### src/rtl/prta_pkg.sv
// Package for the page region table allocator.
// Holds the request, response and table entry types and the shared codes.
// No dependencies.
package prta_pkg;

  localparam int TABLE_ENTRIES_DEF = 128;

  localparam int PAGE_W  = 40;
  localparam int COUNT_W = 41;

  localparam logic [1:0] ST_EMPTY = 2'd0;
  localparam logic [1:0] ST_FREE  = 2'd1;

  localparam logic CMD_ALLOC = 1'b0;
  localparam logic CMD_MARK  = 1'b1;

  localparam logic [1:0] ERR_NONE      = 2'd0;
  localparam logic [1:0] ERR_NO_MEMORY = 2'd1;
  localparam logic [1:0] ERR_NO_BOOT   = 2'd2;
  localparam logic [1:0] ERR_FULL      = 2'd3;

  typedef struct packed {
    logic [PAGE_W-1:0]  start;
    logic [COUNT_W-1:0] count;
    logic [1:0]         status;
  } entry_t;

  typedef struct packed {
    logic               cmd;
    logic [PAGE_W-1:0]  start_page;
    logic [COUNT_W-1:0] page_count;
    logic [1:0]         region_status;
  } req_t;

  typedef struct packed {
    logic              ok;
    logic [1:0]        error_code;
    logic [PAGE_W-1:0] alloc_page;
  } rsp_t;

endpackage

### src/rtl/prta_cell.sv
// One table slot of the region ring.
// Depends on prta_pkg for the entry type.
module prta_cell (
  input  logic            clk,
  input  logic            rst,
  input  logic            shift,
  input  prta_pkg::entry_t d,
  output prta_pkg::entry_t q
);

  // The slot takes its neighbor's entry whenever the ring rotates.
  always_ff @(posedge clk) begin
    if (rst) begin
      q <= '0;
    end else if (shift) begin
      q <= d;
    end
  end

endmodule
### config.mk
export PLATFORM = sky130hd
export DESIGN_NAME = prta_cell
export DESIGN_NICKNAME = d
export VERILOG_FILES = /design/src/rtl/prta_pkg.sv /design/src/rtl/prta_cell.sv
export SDC_FILE = /design/constraint.sdc
export NUM_CORES = 1
export LEC_CHECK = 0
export BUFFER_PORTS_ARGS = -buffer_cell sky130_fd_sc_hd__clkbuf_2
export CORE_ASPECT_RATIO = 0.6
export CORE_MARGIN = 4
export CORE_UTILIZATION = 30
export DETAILED_ROUTE_END_ITERATION = 10
export GPL_ROUTABILITY_DRIVEN = 0
export HOLD_SLACK_MARGIN = 0.1
export PLACE_DENSITY = 0.64
export RECOVER_POWER = 100
export SLEW_MARGIN = 20
export SYNTH_ARGS = -nofsm -noshare
export SYNTH_HDL_FRONTEND = slang
export SYNTH_SLANG_ARGS = --single-unit
### constraint.sdc
create_clock -name clk -period 0.8 [get_ports clk]
set_input_delay 0.12 -clock clk [delete_from_list [all_inputs] [get_ports clk]]
set_output_delay 0.12 -clock clk [all_outputs]
set_load 0.02 [all_outputs]
* Yosys cells after proc, flatten, opt, wreduce, memory -nomap -nowiden
Index checks and enable logic that the tools add are counted.
Operators by class: $add $sub $neg 0, multiply operators 0, divide/modulo/power cells 0, magnitude comparators 0, equality and inequality tests 0, shift-type cells 0, mux-type cells 0, bitwise operators 0, reduce and logical (&&, ||, !) cells 0
Word-level totals: register bits 83, bits in latches 0, bits in writable memories 0, memory bits (read-only) 0, output and inout bits 83, word-level logic and storage cells 3, memories 0

* Depth between registers and ports, before layout
depth in word-level cells 0, mapped depth 4

* Least setup slack after synthesis
No wires, ideal clock.
path kind in2reg, start point input shift, end point register q[10] (netlist name), library setup time 0.117 ns, arrival 0.664 ns, data required time 0.683 ns, path slack 0.018 ns, cell stages on the path 4, buffers on the path 2, path through buf_6 -> buf_12 -> mux2i_1 -> nor2_1
RTL lines:
- start: declaration | RTL line prta_cell.sv:6 | input logic shift,
- end signal: assignment | RTL line prta_cell.sv:14 | q <= '0;
- end signal: assignment | RTL line prta_cell.sv:16 | q <= d;
- end: declaration | RTL line prta_cell.sv:8 | output prta_pkg::entry_t q

* Worst setup path after layout
start point register q[45] (netlist name), end point output q[45] (netlist name)
No word-level cell between the ends.

==> results.py <==
metrics = {
    "setup_path": {
        "critPathLaunchType": "flip-flop",
        "crit_buf_inv": 1,
        "crit_path_max_incr_delay_ps": 360,
        "cp.arrival_ps": 810,
        "crit_path_cell_trace": "buf_8",
        "cp.required_ps": 680,
        "r2r_setup_slack_ps": -20,
        "path_class": "reg2out",
        "path_depth": 1,
        "endpoint_kind": "output pin",
        "reg2reg_depth": 3,
        "slowest_stage": "dfxtp_2",
        "path_max_fanout": 2,
        "critical-path-top-delay-family": "flip-flops",
    },
    "timing": {
        "period_share": 1.16,
        "setup_viol": 89,
        "max-slew-margin-rel": 0.786,
        "fin_skew_ps": 0,
        "period_minus_slack_ps": 930,
        "worst_slack_ps": -130,
        "report.final.slew_viol_count": 0,
        "worst_pin_slew_ps": 321,
        "max_freq_mhz": 1070,
        "hold_violations": 0,
        "rsz0062_at_grt": "yes",
    },
    "route": {
        "drt-total-wl_um": 10900,
        "dr.pass1.iters": 4,
        "viasPerCell": 4.43,
        "vias": 2933,
        "drt-initial-drc-count": 38,
        "drc": 0,
        "wire_per_inst_um": 16.4,
        "ant_nets": 0,
    },
    "clock_network": {
        "htreeDepth": 3,
        "cts_sinks": 83,
        "clk_pin_slew_ps": 60,
        "cts_buffers": 9,
        "root_buffer": "clkbuf_16",
        "cts_buffer_depth": 2,
        "cts_tree": "done",
        "clock_latency_ps": 330,
    },
    "synth": {
        "synthCells": 267,
        "synth_nets": 353,
        "ys_warn_count": 0,
        "ys_seq_elements": 83,
        "ys_types": 8,
        "synth_area_um2": 3010,
        "ys_seq_area_frac": 0.553,
        "avgSynthCellArea_um2": 11.3,
    },
    "final_layout": {
        "insertedDiodeCount": 0,
        "layout-drive-gt1-share": 0.532,
        "largest_reg_flops": 83,
        "num-fill-cells": 684,
        "reg.largest.list": "q (83)",
        "seqCellArea_um2": 1770,
        "nNetsFinal": 613,
        "multi_input_area_um2": 1160,
        "regMostFlops": "q",
        "final_cell_area_um2": 6120,
        "area_growth_pct": 104,
    },
    "die": {
        "dieArea_um2": 11700,
        "fp.dieW_um": 137,
        "io_pins": 169,
        "core_um2": 9460,
        "initial_core_util": 0.318,
        "die_h_um": 85.5,
        "rows": 27,
    },
    "status": {
        "status": "complete, but fails checks",
        "violations": "negative setup slack",
    },
    "placement": {
        "io_buffers": 168,
        "place_ws_ps": -164,
        "dp_hpwl_um": 5430,
        "place_area_um2": 3890,
    },
    "power_and_ir_drop": {
        "p_per_area_nw_per_um2": 1880,
        "leakagePower_nw": 2.92,
        "max-vdd-ir-drop_mv": 1.04,
    },
    "run": {
        "max_cap_viol_count": 0,
    },
    "global_routing": {
        "grt_max_degree": 44,
        "antenna_found_initial": 0,
        "grt_pass1_wl_um": 15900,
        "grt_pass1_vias": 3094,
        "grt.overflow.total": 0,
        "grt_usage": 0.174,
    },
    "worst_hold_path": {
        "hold_depth": 3,
        "hold_path_class": "in2reg",
    },
}
area by class of cell:
| class | instances | share of cell area |
|---|---|---|
| multi-input cells | 166 | 0.190 |
| well taps | 130 | 0.0266 |
| clock inverters | 5 | 0.0137 |
| clock buffers | 11 | 0.0413 |
| repair buffers | 267 | 0.440 |
| flip-flops and latches | 83 | 0.288 |
timing repair:
item | CTS | global route
pin swaps | 0 | 7
buffers inserted | 2 | 15
endpoints found under the hold margin | 83 | 0
endpoints found under the setup margin | 83 | 93
hold buffers | 83 | 0
resized for setup | 249 | 91
placed cells by master (no fill, tap or decap):
cell            netlist  layout
buf_12                7       4
buf_4                 1      10
clkbuf_4              0       6
dlygate4sd3_1         0      82
nor2_2                0       1
mux2i_2               0       1
buf_1                 0       1
buf_6                 1       2
mux2i_4               0       1
clkbuf_16             0       9
dlymetal6s4s_1        0       1
clkbuf_1              2       2
clkbuf_8              0       2
nor2_1               83      82
bufinv_16             0       2
clkinvlp_4            0       2
inv_6                 0       1
clkbuf_2              0      76
dfxtp_2               0      83
mux2i_1              83      81
buf_8                 0      83
routing by layer:
layer,global-route usage,wire [um],up-vias
met2,0.311,5600,130
met3,0.0756,944,24
met1,0.184,4060,1374
met4,0.0607,257,0
li1,-,-,1405
met5,0,0,-
logic make-up after synthesis:
logic type             after synthesis  share of synthesized area
DFF                                 83                      0.553
and+or+nand+nor                     83                      0.104
muxes                               83                      0.276
buffers and inverters               18                     0.0670
synthesized netlist by cell type, drive strengths merged:
library cell | n | area share
buf | 16 | 0.065
clkbuf | 2 | 0.0025
mux2i | 83 | 0.28
nor2 | 83 | 0.10
dfxtp | 83 | 0.55
final timing paths:
| check | start | to |
|---|---|---|
| max | q[45]$_SDFFE_PP0P_ | q[45] |
| min reg2reg | q[23]$_SDFFE_PP0P_ | q[23]$_SDFFE_PP0P_ |
| max reg2reg | q[57]$_SDFFE_PP0P_ | q[57]$_SDFFE_PP0P_ |
| min | rst | q[2]$_SDFFE_PP0P_ |
power breakdown:
group	internal [mW]	switching, mW
Combinational	1.36	0.941
Sequential	4.44	0.236
Clock	2.91	1.65
Total	8.71	2.82
through the flow:
stage               power, mW  hold WS (ps)  std cells   util  TNS, ps
floorplan                5.46           267        267      -        0
global placement         5.94           353        551  0.411    -8980
detailed placement       5.96           362        551  0.411   -11170
CTS                      11.3           233        652  0.624   -11390
global route             12.0           250        662  0.647   -12090
finish                   11.5           245        662  0.647    -9060
(Power assumes the default switching activity.)
